## src/cubic_newton_root_finder_top_assert.svh

```systemverilog
// assertion macros of the root finder top module
`ifndef CUBIC_NEWTON_ROOT_FINDER_TOP_ASSERT_SVH
`define CUBIC_NEWTON_ROOT_FINDER_TOP_ASSERT_SVH

// same-cycle implication, disabled in reset
`define CNR_ASSERT_IMP(lbl, ante, cons) \
  lbl: assert property (@(posedge clk) disable iff (!rst_n) (ante) |-> (cons)) \
    else $error("cnr assertion failed");

// next-cycle implication, disabled in reset
`define CNR_ASSERT_NXT(lbl, ante, cons) \
  lbl: assert property (@(posedge clk) disable iff (!rst_n) (ante) |=> (cons)) \
    else $error("cnr assertion failed");

`endif

```

## src/cnr_pkg.sv

```systemverilog
// shared constants, types and saturation helper of the cubic root finder
package cnr_pkg;

  localparam int FRAC_BITS_DEF = 16;
  localparam int WORD_W        = 32;
  localparam int PROD_W        = 2 * WORD_W;
  localparam int COEFF_W       = 16;
  localparam int TOL_W         = 16;
  localparam int ITER_W        = 8;
  localparam int STATUS_W      = 2;
  localparam int CFG_IDX_W     = 3;
  localparam int CFG_DATA_W    = 16;

  typedef logic [STATUS_W-1:0]  status_t;
  typedef logic [CFG_IDX_W-1:0] cfg_idx_t;

  localparam status_t ST_CONVERGED  = 2'd0;
  localparam status_t ST_ZERO_DERIV = 2'd1;
  localparam status_t ST_CAP        = 2'd2;

  localparam cfg_idx_t REG_CUBE     = 3'd0;
  localparam cfg_idx_t REG_SQUARE   = 3'd1;
  localparam cfg_idx_t REG_LINEAR   = 3'd2;
  localparam cfg_idx_t REG_CONST    = 3'd3;
  localparam cfg_idx_t REG_TOL      = 3'd4;
  localparam cfg_idx_t REG_MAX_ITER = 3'd5;

  typedef struct packed {
    logic mul_en;
    logic acc_en;
    logic acc_clr;
  } mac_ctl_t;

  function automatic logic signed [WORD_W-1:0] sat_word(input logic signed [PROD_W-1:0] v);
    logic [PROD_W-WORD_W:0] hi;
    hi = v[PROD_W-1:WORD_W-1];
    if (hi == '0 || hi == '1) begin
      sat_word = v[WORD_W-1:0];
    end else if (v[PROD_W-1]) begin
      sat_word = {1'b1, {(WORD_W-1){1'b0}}};
    end else begin
      sat_word = {1'b0, {(WORD_W-1){1'b1}}};
    end
  endfunction

endpackage

```

## src/cnr_mac.sv

```systemverilog
// shared multiply-accumulate unit with rounded and saturated outputs
module cnr_mac #(
  parameter int FRAC_BITS = cnr_pkg::FRAC_BITS_DEF
) (
  input  logic                                clk,
  input  cnr_pkg::mac_ctl_t                   ctl,
  input  logic signed [cnr_pkg::WORD_W-1:0]   op_a,
  input  logic signed [cnr_pkg::WORD_W-1:0]   op_b,
  output logic signed [cnr_pkg::WORD_W-1:0]   rnd,
  output logic signed [cnr_pkg::WORD_W-1:0]   acc_sat
);
  import cnr_pkg::*;

  localparam logic signed [PROD_W-1:0] HALF =
    {{(PROD_W-FRAC_BITS){1'b0}}, 1'b1, {(FRAC_BITS-1){1'b0}}};

  logic signed [PROD_W-1:0] prod_r;
  logic signed [PROD_W-1:0] acc_r;
  logic signed [PROD_W-1:0] rnd_full;

  always_ff @(posedge clk) begin
    if (ctl.mul_en) begin
      prod_r <= op_a * op_b;
    end
    if (ctl.acc_en) begin
      acc_r <= (ctl.acc_clr ? '0 : acc_r) + prod_r;
    end
  end

  // round half up, floor shift
  assign rnd_full = (prod_r + HALF) >>> FRAC_BITS;
  assign rnd      = sat_word(rnd_full);
  assign acc_sat  = sat_word(acc_r);

endmodule

```

## src/cnr_div.sv

```systemverilog
// serial restoring divider, one quotient bit per cycle, truncating toward zero
module cnr_div #(
  parameter int FRAC_BITS = cnr_pkg::FRAC_BITS_DEF
) (
  input  logic                                       clk,
  input  logic                                       rst_n,
  input  logic                                       start,
  input  logic signed [cnr_pkg::WORD_W-1:0]          num,
  input  logic signed [cnr_pkg::WORD_W-1:0]          den,
  output logic                                       done,
  output logic signed [cnr_pkg::WORD_W+FRAC_BITS:0]  quo
);
  import cnr_pkg::*;

  localparam int DW    = WORD_W + FRAC_BITS;
  localparam int QUO_W = DW + 1;
  localparam int CNT_W = $clog2(DW + 1);

  logic             busy_r;
  logic             done_r;
  logic [CNT_W-1:0] cnt_r;
  logic [WORD_W-1:0] rem_r;
  logic [WORD_W-1:0] rem_nxt;
  logic [DW-1:0]    nd_r;
  logic [WORD_W-1:0] den_r;
  logic             neg_r;
  logic [WORD_W-1:0] num_mag;
  logic [WORD_W-1:0] den_mag;
  logic [WORD_W:0]  trial;
  logic [WORD_W:0]  diff;
  logic             ge;
  logic [QUO_W-1:0] mag;

  assign num_mag = num[WORD_W-1] ? (~num + 1'b1) : num;
  assign den_mag = den[WORD_W-1] ? (~den + 1'b1) : den;

  assign trial   = {rem_r, nd_r[DW-1]};
  assign diff    = trial - {1'b0, den_r};
  assign ge      = trial >= {1'b0, den_r};
  assign rem_nxt = ge ? diff[WORD_W-1:0] : trial[WORD_W-1:0];

  always_ff @(posedge clk) begin
    if (!rst_n) begin
      busy_r <= 1'b0;
      done_r <= 1'b0;
      cnt_r  <= '0;
    end else begin
      done_r <= 1'b0;
      if (start) begin
        busy_r <= 1'b1;
        cnt_r  <= CNT_W'(DW);
      end else if (busy_r) begin
        cnt_r <= cnt_r - 1'b1;
        if (cnt_r == CNT_W'(1)) begin
          busy_r <= 1'b0;
          done_r <= 1'b1;
        end
      end
    end
  end

  always_ff @(posedge clk) begin
    if (start) begin
      rem_r <= '0;
      nd_r  <= {num_mag, {FRAC_BITS{1'b0}}};
      den_r <= den_mag;
      neg_r <= num[WORD_W-1] ^ den[WORD_W-1];
    end else if (busy_r) begin
      rem_r <= rem_nxt;
      nd_r  <= {nd_r[DW-2:0], ge};
    end
  end

  assign mag  = {1'b0, nd_r};
  assign quo  = neg_r ? (~mag + 1'b1) : mag;
  assign done = done_r;

endmodule

```

## src/cubic_newton_root_finder_top.sv

```systemverilog
// cubic newton root finder: registers, sequencer and step update
// each step: nine multiply-accumulate micro-ops, each a multiply state then an accumulate state, then a divider pass
// the serial divider (one quotient bit a cycle) and the shared multiplier set the run time
// one item at a time: the next input transfer can be taken, at the earliest, the cycle after the result transfer
// reset (synchronous, rst_n low): sequencer idle, configuration registers to their defaults, no clearing pass
`include "cubic_newton_root_finder_top_assert.svh"

module cubic_newton_root_finder_top #(
  parameter int FRAC_BITS = cnr_pkg::FRAC_BITS_DEF
) (
  input  logic                                  clk,
  input  logic                                  rst_n,
  input  logic                                  in_valid,
  output logic                                  in_ready,
  input  logic signed [cnr_pkg::WORD_W-1:0]     in_start_guess,
  output logic                                  out_valid,
  input  logic                                  out_ready,
  output logic signed [cnr_pkg::WORD_W-1:0]     out_root,
  output cnr_pkg::status_t                      out_status,
  output logic [cnr_pkg::ITER_W-1:0]            out_iterations_used,
  input  logic                                  cfg_we,
  input  cnr_pkg::cfg_idx_t                     cfg_index,
  input  logic [cnr_pkg::CFG_DATA_W-1:0]        cfg_data
);
  import cnr_pkg::*;

  localparam int QUO_W = WORD_W + FRAC_BITS + 1;
  localparam int PC_W  = 4;
  localparam logic signed [WORD_W-1:0] ONE =
    {{(WORD_W-FRAC_BITS-1){1'b0}}, 1'b1, {FRAC_BITS{1'b0}}};

  localparam logic [PC_W-1:0] OP_XX     = 4'd0;
  localparam logic [PC_W-1:0] OP_X2X    = 4'd1;
  localparam logic [PC_W-1:0] OP_F_CUBE = 4'd2;
  localparam logic [PC_W-1:0] OP_F_SQ   = 4'd3;
  localparam logic [PC_W-1:0] OP_F_LIN  = 4'd4;
  localparam logic [PC_W-1:0] OP_F_CON  = 4'd5;
  localparam logic [PC_W-1:0] OP_D_CUBE = 4'd6;
  localparam logic [PC_W-1:0] OP_D_SQ   = 4'd7;
  localparam logic [PC_W-1:0] OP_D_LIN  = 4'd8;

  typedef enum logic [2:0] {
    S_IDLE, S_MUL, S_ACC, S_EVD, S_CHK, S_DIV, S_UPD, S_DONE
  } state_t;

  state_t state_r;

  logic signed [COEFF_W-1:0] c3_r, c2_r, c1_r, c0_r;
  logic [TOL_W-1:0]          tol_r;
  logic [ITER_W-1:0]         max_it_r;

  logic signed [WORD_W-1:0] x_r, xprev_r, start_r, x2_r, x3_r, f_r, dv_r;
  logic [ITER_W-1:0]        left_r, steps_r;
  logic                     first_r;
  logic [PC_W-1:0]          pc_r;
  logic signed [WORD_W-1:0] out_root_r;
  status_t                  out_status_r;
  logic [ITER_W-1:0]        out_iter_r;

  logic signed [WORD_W-1:0] c3x, c2x, c1x, c0x, c3x3, c2x2;
  logic signed [WORD_W-1:0] op_a, op_b, mac_rnd, mac_acc;
  mac_ctl_t                 mac_ctl;
  logic                     div_start, div_done;
  logic signed [QUO_W-1:0]  quo;

  logic signed [WORD_W:0]   step_diff;
  logic [WORD_W:0]          step_abs, f_abs, d_max;
  logic                     conv, go_div;
  logic signed [PROD_W-1:0] x_ext, q_ext;
  logic signed [WORD_W-1:0] x1_nxt;

  // configuration registers
  always_ff @(posedge clk) begin
    if (!rst_n) begin
      c3_r     <= 16'sd1;
      c2_r     <= 16'sd0;
      c1_r     <= -16'sd9;
      c0_r     <= 16'sd6;
      tol_r    <= 16'd1;
      max_it_r <= 8'd60;
    end else if (cfg_we) begin
      case (cfg_index)
        REG_CUBE:     c3_r     <= cfg_data;
        REG_SQUARE:   c2_r     <= cfg_data;
        REG_LINEAR:   c1_r     <= cfg_data;
        REG_CONST:    c0_r     <= cfg_data;
        REG_TOL:      tol_r    <= cfg_data;
        REG_MAX_ITER: max_it_r <= cfg_data[ITER_W-1:0];
        default:      ;
      endcase
    end
  end

  assign c3x  = {{(WORD_W-COEFF_W){c3_r[COEFF_W-1]}}, c3_r};
  assign c2x  = {{(WORD_W-COEFF_W){c2_r[COEFF_W-1]}}, c2_r};
  assign c1x  = {{(WORD_W-COEFF_W){c1_r[COEFF_W-1]}}, c1_r};
  assign c0x  = {{(WORD_W-COEFF_W){c0_r[COEFF_W-1]}}, c0_r};
  assign c3x3 = c3x + (c3x <<< 1);
  assign c2x2 = c2x <<< 1;

  // operand select per micro-op
  always_comb begin
    case (pc_r)
      OP_XX:     begin op_a = x_r;  op_b = x_r;  end
      OP_X2X:    begin op_a = x2_r; op_b = x_r;  end
      OP_F_CUBE: begin op_a = c3x;  op_b = x3_r; end
      OP_F_SQ:   begin op_a = c2x;  op_b = x2_r; end
      OP_F_LIN:  begin op_a = c1x;  op_b = x_r;  end
      OP_F_CON:  begin op_a = c0x;  op_b = ONE;  end
      OP_D_CUBE: begin op_a = c3x3; op_b = x2_r; end
      OP_D_SQ:   begin op_a = c2x2; op_b = x_r;  end
      OP_D_LIN:  begin op_a = c1x;  op_b = ONE;  end
      default:   begin op_a = '0;   op_b = '0;   end
    endcase
  end

  assign mac_ctl.mul_en  = (state_r == S_MUL);
  assign mac_ctl.acc_en  = (state_r == S_ACC) && (pc_r != OP_XX) && (pc_r != OP_X2X);
  assign mac_ctl.acc_clr = (pc_r == OP_F_CUBE) || (pc_r == OP_D_CUBE);

  cnr_mac #(.FRAC_BITS(FRAC_BITS)) u_mac (
    .clk     (clk),
    .ctl     (mac_ctl),
    .op_a    (op_a),
    .op_b    (op_b),
    .rnd     (mac_rnd),
    .acc_sat (mac_acc)
  );

  // stop tests
  assign step_diff = {x_r[WORD_W-1], x_r} - {xprev_r[WORD_W-1], xprev_r};
  assign step_abs  = step_diff[WORD_W] ? (~step_diff + 1'b1) : step_diff;
  assign f_abs     = f_r[WORD_W-1] ? (~{1'b1, f_r} + 1'b1) : {1'b0, f_r};
  assign d_max     = (f_abs > step_abs) ? f_abs : step_abs;
  assign conv      = !first_r && (d_max < {{(WORD_W+1-TOL_W){1'b0}}, tol_r});
  assign go_div    = !conv && (left_r != '0) && (dv_r != '0);
  assign div_start = (state_r == S_CHK) && go_div;

  cnr_div #(.FRAC_BITS(FRAC_BITS)) u_div (
    .clk   (clk),
    .rst_n (rst_n),
    .start (div_start),
    .num   (f_r),
    .den   (dv_r),
    .done  (div_done),
    .quo   (quo)
  );

  assign x_ext  = {{(PROD_W-WORD_W){x_r[WORD_W-1]}}, x_r};
  assign q_ext  = {{(PROD_W-QUO_W){quo[QUO_W-1]}}, quo};
  assign x1_nxt = sat_word(x_ext - q_ext);

  always_ff @(posedge clk) begin
    if (!rst_n) begin
      state_r <= S_IDLE;
    end else begin
      case (state_r)
        S_IDLE: begin
          if (in_valid) begin
            start_r <= in_start_guess;
            x_r     <= in_start_guess;
            xprev_r <= in_start_guess;
            left_r  <= max_it_r;
            steps_r <= '0;
            first_r <= 1'b1;
            pc_r    <= OP_XX;
            state_r <= S_MUL;
          end
        end
        S_MUL: begin
          if (pc_r == OP_D_CUBE) begin
            f_r <= mac_acc;
          end
          state_r <= S_ACC;
        end
        S_ACC: begin
          if (pc_r == OP_XX) begin
            x2_r <= mac_rnd;
          end
          if (pc_r == OP_X2X) begin
            x3_r <= mac_rnd;
          end
          if (pc_r == OP_D_LIN) begin
            state_r <= S_EVD;
          end else begin
            pc_r    <= pc_r + 1'b1;
            state_r <= S_MUL;
          end
        end
        S_EVD: begin
          dv_r    <= mac_acc;
          state_r <= S_CHK;
        end
        S_CHK: begin
          out_iter_r <= steps_r;
          if (conv) begin
            out_root_r   <= x_r;
            out_status_r <= ST_CONVERGED;
            state_r      <= S_DONE;
          end else if (left_r == '0) begin
            out_root_r   <= x_r;
            out_status_r <= ST_CAP;
            state_r      <= S_DONE;
          end else if (dv_r == '0) begin
            out_root_r   <= start_r;
            out_status_r <= ST_ZERO_DERIV;
            state_r      <= S_DONE;
          end else begin
            state_r <= S_DIV;
          end
        end
        S_DIV: begin
          if (div_done) begin
            state_r <= S_UPD;
          end
        end
        S_UPD: begin
          xprev_r <= x_r;
          x_r     <= x1_nxt;
          steps_r <= steps_r + 1'b1;
          left_r  <= left_r - 1'b1;
          first_r <= 1'b0;
          pc_r    <= OP_XX;
          state_r <= S_MUL;
        end
        S_DONE: begin
          if (out_ready) begin
            state_r <= S_IDLE;
          end
        end
        default: state_r <= S_IDLE;
      endcase
    end
  end

  assign in_ready            = (state_r == S_IDLE);
  assign out_valid           = (state_r == S_DONE);
  assign out_root            = out_root_r;
  assign out_status          = out_status_r;
  assign out_iterations_used = out_iter_r;

  `CNR_ASSERT_IMP(a_zero_deriv_root, out_valid && out_status == ST_ZERO_DERIV, out_root == start_r)
  `CNR_ASSERT_IMP(a_conv_steps, out_valid && out_status == ST_CONVERGED, out_iterations_used != '0)
  `CNR_ASSERT_IMP(a_div_done_state, div_done, state_r == S_DIV)
  `CNR_ASSERT_NXT(a_upd_restarts_eval, state_r == S_UPD, state_r == S_MUL && pc_r == OP_XX)

endmodule
```

## config.mk

```make
export PLATFORM = sky130hd
export DESIGN_NAME = cubic_newton_root_finder_top
export DESIGN_NICKNAME = d
export VERILOG_FILES = /design/src/cnr_pkg.sv /design/src/cnr_mac.sv /design/src/cnr_div.sv /design/src/cubic_newton_root_finder_top.sv
export VERILOG_INCLUDE_DIRS = /design/src /design/src/src
export SDC_FILE = /design/constraint.sdc
export NUM_CORES = 2
export LEC_CHECK = 0
export BUFFER_PORTS_ARGS = -buffer_cell sky130_fd_sc_hd__buf_2
export CAP_MARGIN = 25
export CORE_AREA = 3 3 386 388
export DETAILED_ROUTE_END_ITERATION = 10
export DIE_AREA = 0 0 389 391
export PLACE_DENSITY = 0.75
export SLEW_MARGIN = 20
export SYNTH_ARGS = -nofsm -noshare
export SYNTH_HDL_FRONTEND = slang
export SYNTH_HIERARCHICAL = 1
export SYNTH_SLANG_ARGS = --single-unit
```

## constraint.sdc

```tcl
create_clock -name clk -period 13.5 [get_ports clk]
set_input_delay 2.025 -clock clk [delete_from_list [all_inputs] [get_ports clk]]
set_output_delay 2.025 -clock clk [all_outputs]
set_load 0.005 [all_outputs]
```

==> impl_metrics.json <==
{
  "status": "finished, final reports clean",
  "final.setup.tns_ns": 0,
  "grt_max_degree": 92,
  "boundaryPins": 100,
  "root_buffer": "clkbuf_16",
  "worst_slew_pin_slew_ns": 1.09,
  "ys.flop_type": "edfxtp_1",
  "r2r_slack_ns": 1.90,
  "r2r-start": "c3_r[1]",
  "cp.buffers_inverters": 6,
  "arrival_ns": 11.99,
  "syn_area_per_cell_um2": 9.21,
  "die-area_um2": 152000,
  "multi_input_area_um2": 56100,
  "p_leak_nw": 37.7,
  "hold_class": "reg -> reg",
  "r2r-end": "u_mac/prod_r[62]",
  "drv_cap": 0,
  "ys_ff_latch": 627,
  "area_delta_synth_final_pct": 6.07,
  "grt.overflow.total": 0,
  "async_flop_share_pct": 0,
  "route.detailed.wl_per_inst_um": 23.6,
  "synth_warnings": 6,
  "power_density_nw_per_um2": 182,
  "cts_buffers": 71,
  "cts_hold_buf": 0,
  "cts-resized-gates": 0,
  "via_per_inst": 6.08,
  "grt_pass1_vias": 65500,
  "via_count": 64300,
  "core.rowCount": 140,
  "grt_pass1_wl_mm": 385,
  "slew_viol_final": 0,
  "end_kind": "flop",
  "drt-initial-drc-count": 6424,
  "grt_antenna_before_repair": 13,
  "fillCellCount": 12600,
  "slew_headroom_pct": 27.5,
  "gp_congestion": 1.01,
  "drc": 0,
  "clk_pin_slew_ns": 0.07,
  "crit_type": "reg -> reg",
  "dp_cells": 10400,
  "fin_skew_ns": 0.0464,
  "max_freq_ghz": 0.0862,
  "postCtsSetupBuffers": 0,
  "synth_nets": 10300,
  "drtPass1Iterations": 10,
  "detail-route-antenna-nets": 0,
  "cts_buffer_depth": 3,
  "cpLargestDelayFamily": "adder cells",
  "holdPathStages": 2,
  "crit_fanout": 32,
  "dieWidth_um": 389,
  "crit_path_max_incr_delay_ns": 0.56,
  "cts_htree_levels": 3,
  "worstHoldStart": "tol_r[1]",
  "regArea_um2": 17400,
  "drt-total-wl_mm": 249,
  "period_share_pct": 85.9,
  "rsz0062_at_grt": "no",
  "clock_sinks": 627,
  "cp-start-kind": "flop",
  "syn_area_um2": 80100,
  "yosysUniqueCellTypes": 118,
  "crit_slowest_cell": "fa_1",
  "grt_use_total_pct": 32.8,
  "cts_tree": "done",
  "clock_latency_ns": 0.66,
  "synth_edf_count": 480,
  "dp_hpwl_mm": 192,
  "reg2regPathDepth": 40,
  "setup_viol": 0,
  "whs_endpoint": "tol_r[1]",
  "min_period_ns": 11.60,
  "dieHeight_um": 391,
  "nNetsFinal": 10200,
  "peakVddDrop_mv": 0.207,
  "io_buffers": 99,
  "seq_area_frac_synth_pct": 21.7,
  "final_cells": 10600,
  "coreArea_um2": 146000,
  "synthCells": 8700,
  "path_common_cell": "fa_1",
  "start_util_pct": 55.0,
  "finalHoldViolCount": 0,
  "drive_gt1_share_pct": 5.81,
  "cp.required_ns": 13.89
}
==> layer usage <==
| layer | share of wire, % | up-vias | GRT usage (%) |
|---|---|---|---|
| met5 | 0.0044 | - | 0 |
| met4 | 5.0 | 2 | 14.4 |
| met3 | 10 | 643 | 7.45 |
| met2 | 47 | 3167 | 54.0 |
| met1 | 38 | 32000 | 41.6 |
| li1 | - | 28400 | - |
==> Yosys cell counts (all sizes together), types with 47 or more instances <==
cell    instances  area [um2]
a211oi         50         375
a21boi         83         627
a21o          153        1150
a21oi         373        1910
a222oi         47         470
a22o           48         420
and2          544        3400
clkbuf        393        1480
dfxtp         147        2940
edfxtp        480       14400
fa           1087       21800
ha            438        5480
inv          1366        5130
mux2i          55         551
nand2        1079        4060
nand2b         68         425
nand3         133         676
nand4          87         572
nor2          347        1300
nor2b         104         658
nor3           76         397
nor4           59         415
o21ai         295        1480
o21bai         60         450
o31ai          57         443
or3            50         323
xnor2         307        2690
xor2          115        1010
==> cell usage in the layout, fill, tap and decap left out, types with 124 or more instances in the layout <==
cell	synthesis	routed
edfxtp_1	480	480
and2_1	543	542
nor2_1	347	341
inv_1	1365	1359
a21o_1	153	152
a21oi_1	362	361
nand2_1	1078	1077
fa_1	1087	1087
buf_4	1	124
dfxtp_1	147	146
o21ai_0	277	276
nand3_1	131	131
xnor2_1	307	307
ha_1	438	438
==> report_power, final <==
group	switching (W)	total (W)	internal, W
clock	0.000874	0.00205	0.00118
sequential	0.000397	0.00307	0.00267
combinational	0.00633	0.0104	0.00402
==> kinds of logic after synthesis <==
family	after synthesis	share of synthesized area (%)
adders and majority gates	1525	34.0
and+or+nand+nor	2722	16.9
muxes	90	1.31
AOI/OAI and AO/OA	1524	13.0
DFF	627	21.7
xor gates and xnor gates	422	4.62
buffers and inverters	1789	8.50
other	1	0.00468
==> registers in the layout, indices dropped and copies added (netlist names), 32 cells and up <==
| register | flops |
|---|---|
| x_r | 32 |
| u_div/rem_r | 32 |
| u_div/den_r | 32 |
| x3_r | 32 |
| dv_r | 32 |
| x2_r | 32 |
| u_mac/prod_r | 64 |
| f_r | 32 |
| u_mac/acc_r | 64 |
| u_div/nd_r | 48 |
| out_root | 32 |
| xprev_r | 32 |
| start_r | 32 |
==> per-stage QoR <==
stage          util [%]  setup WS, ns  hold slack [ns]  total power [W]  area, um2
2_1_floorplan         -          1.62            0.440           0.0105      80100
3_3_place_gp       56.5          2.14            0.453           0.0131      82400
3_5_place_dp       56.6          2.07            0.462           0.0133      82400
4_1_cts            58.3          2.03            0.470           0.0154      84900
5_1_grt            58.3          1.35            0.498           0.0168      85000
6_report           58.3          1.90            0.472           0.0155      85000
==> how the worst max path moves through the flow <==
stage	startpoint	end	slack (ns)	cells after the start
2_1_floorplan	x_r[4]	u_div/nd_r[16]	1.62	39
3_3_place_gp	c3_r[1]	u_mac/prod_r[62]	2.14	40
3_5_place_dp	c3_r[1]	u_mac/prod_r[62]	2.07	40
4_1_cts	c3_r[1]	u_mac/prod_r[62]	2.03	40
5_1_grt	c3_r[1]	u_mac/prod_r[62]	1.35	40
6_report	c3_r[1]	u_mac/prod_r[62]	1.90	40
==> worst reg2reg max path, delay by kind of cell (launching register included) <==
kind / cells / cell delay, ns
fa+ha+maj: 11 / 5.12
compound gates: 14 / 3.38
simple gates: 9 / 1.82
flops: 1 / 0.37
buf+inv: 6 / 0.64
==> layout make-up <==
type / instances / share of cell area (%)
timing repair buffer: 230 / 1.79
tap: 1917 / 2.82
sequential: 627 / 20.4
inverter: 1366 / 6.03
antenna: 14 / 0.0412
clock buffer: 87 / 2.38
clock inverter: 44 / 0.527
multi-input combinational: 6284 / 66.0
(Power assumes the default switching activity.)
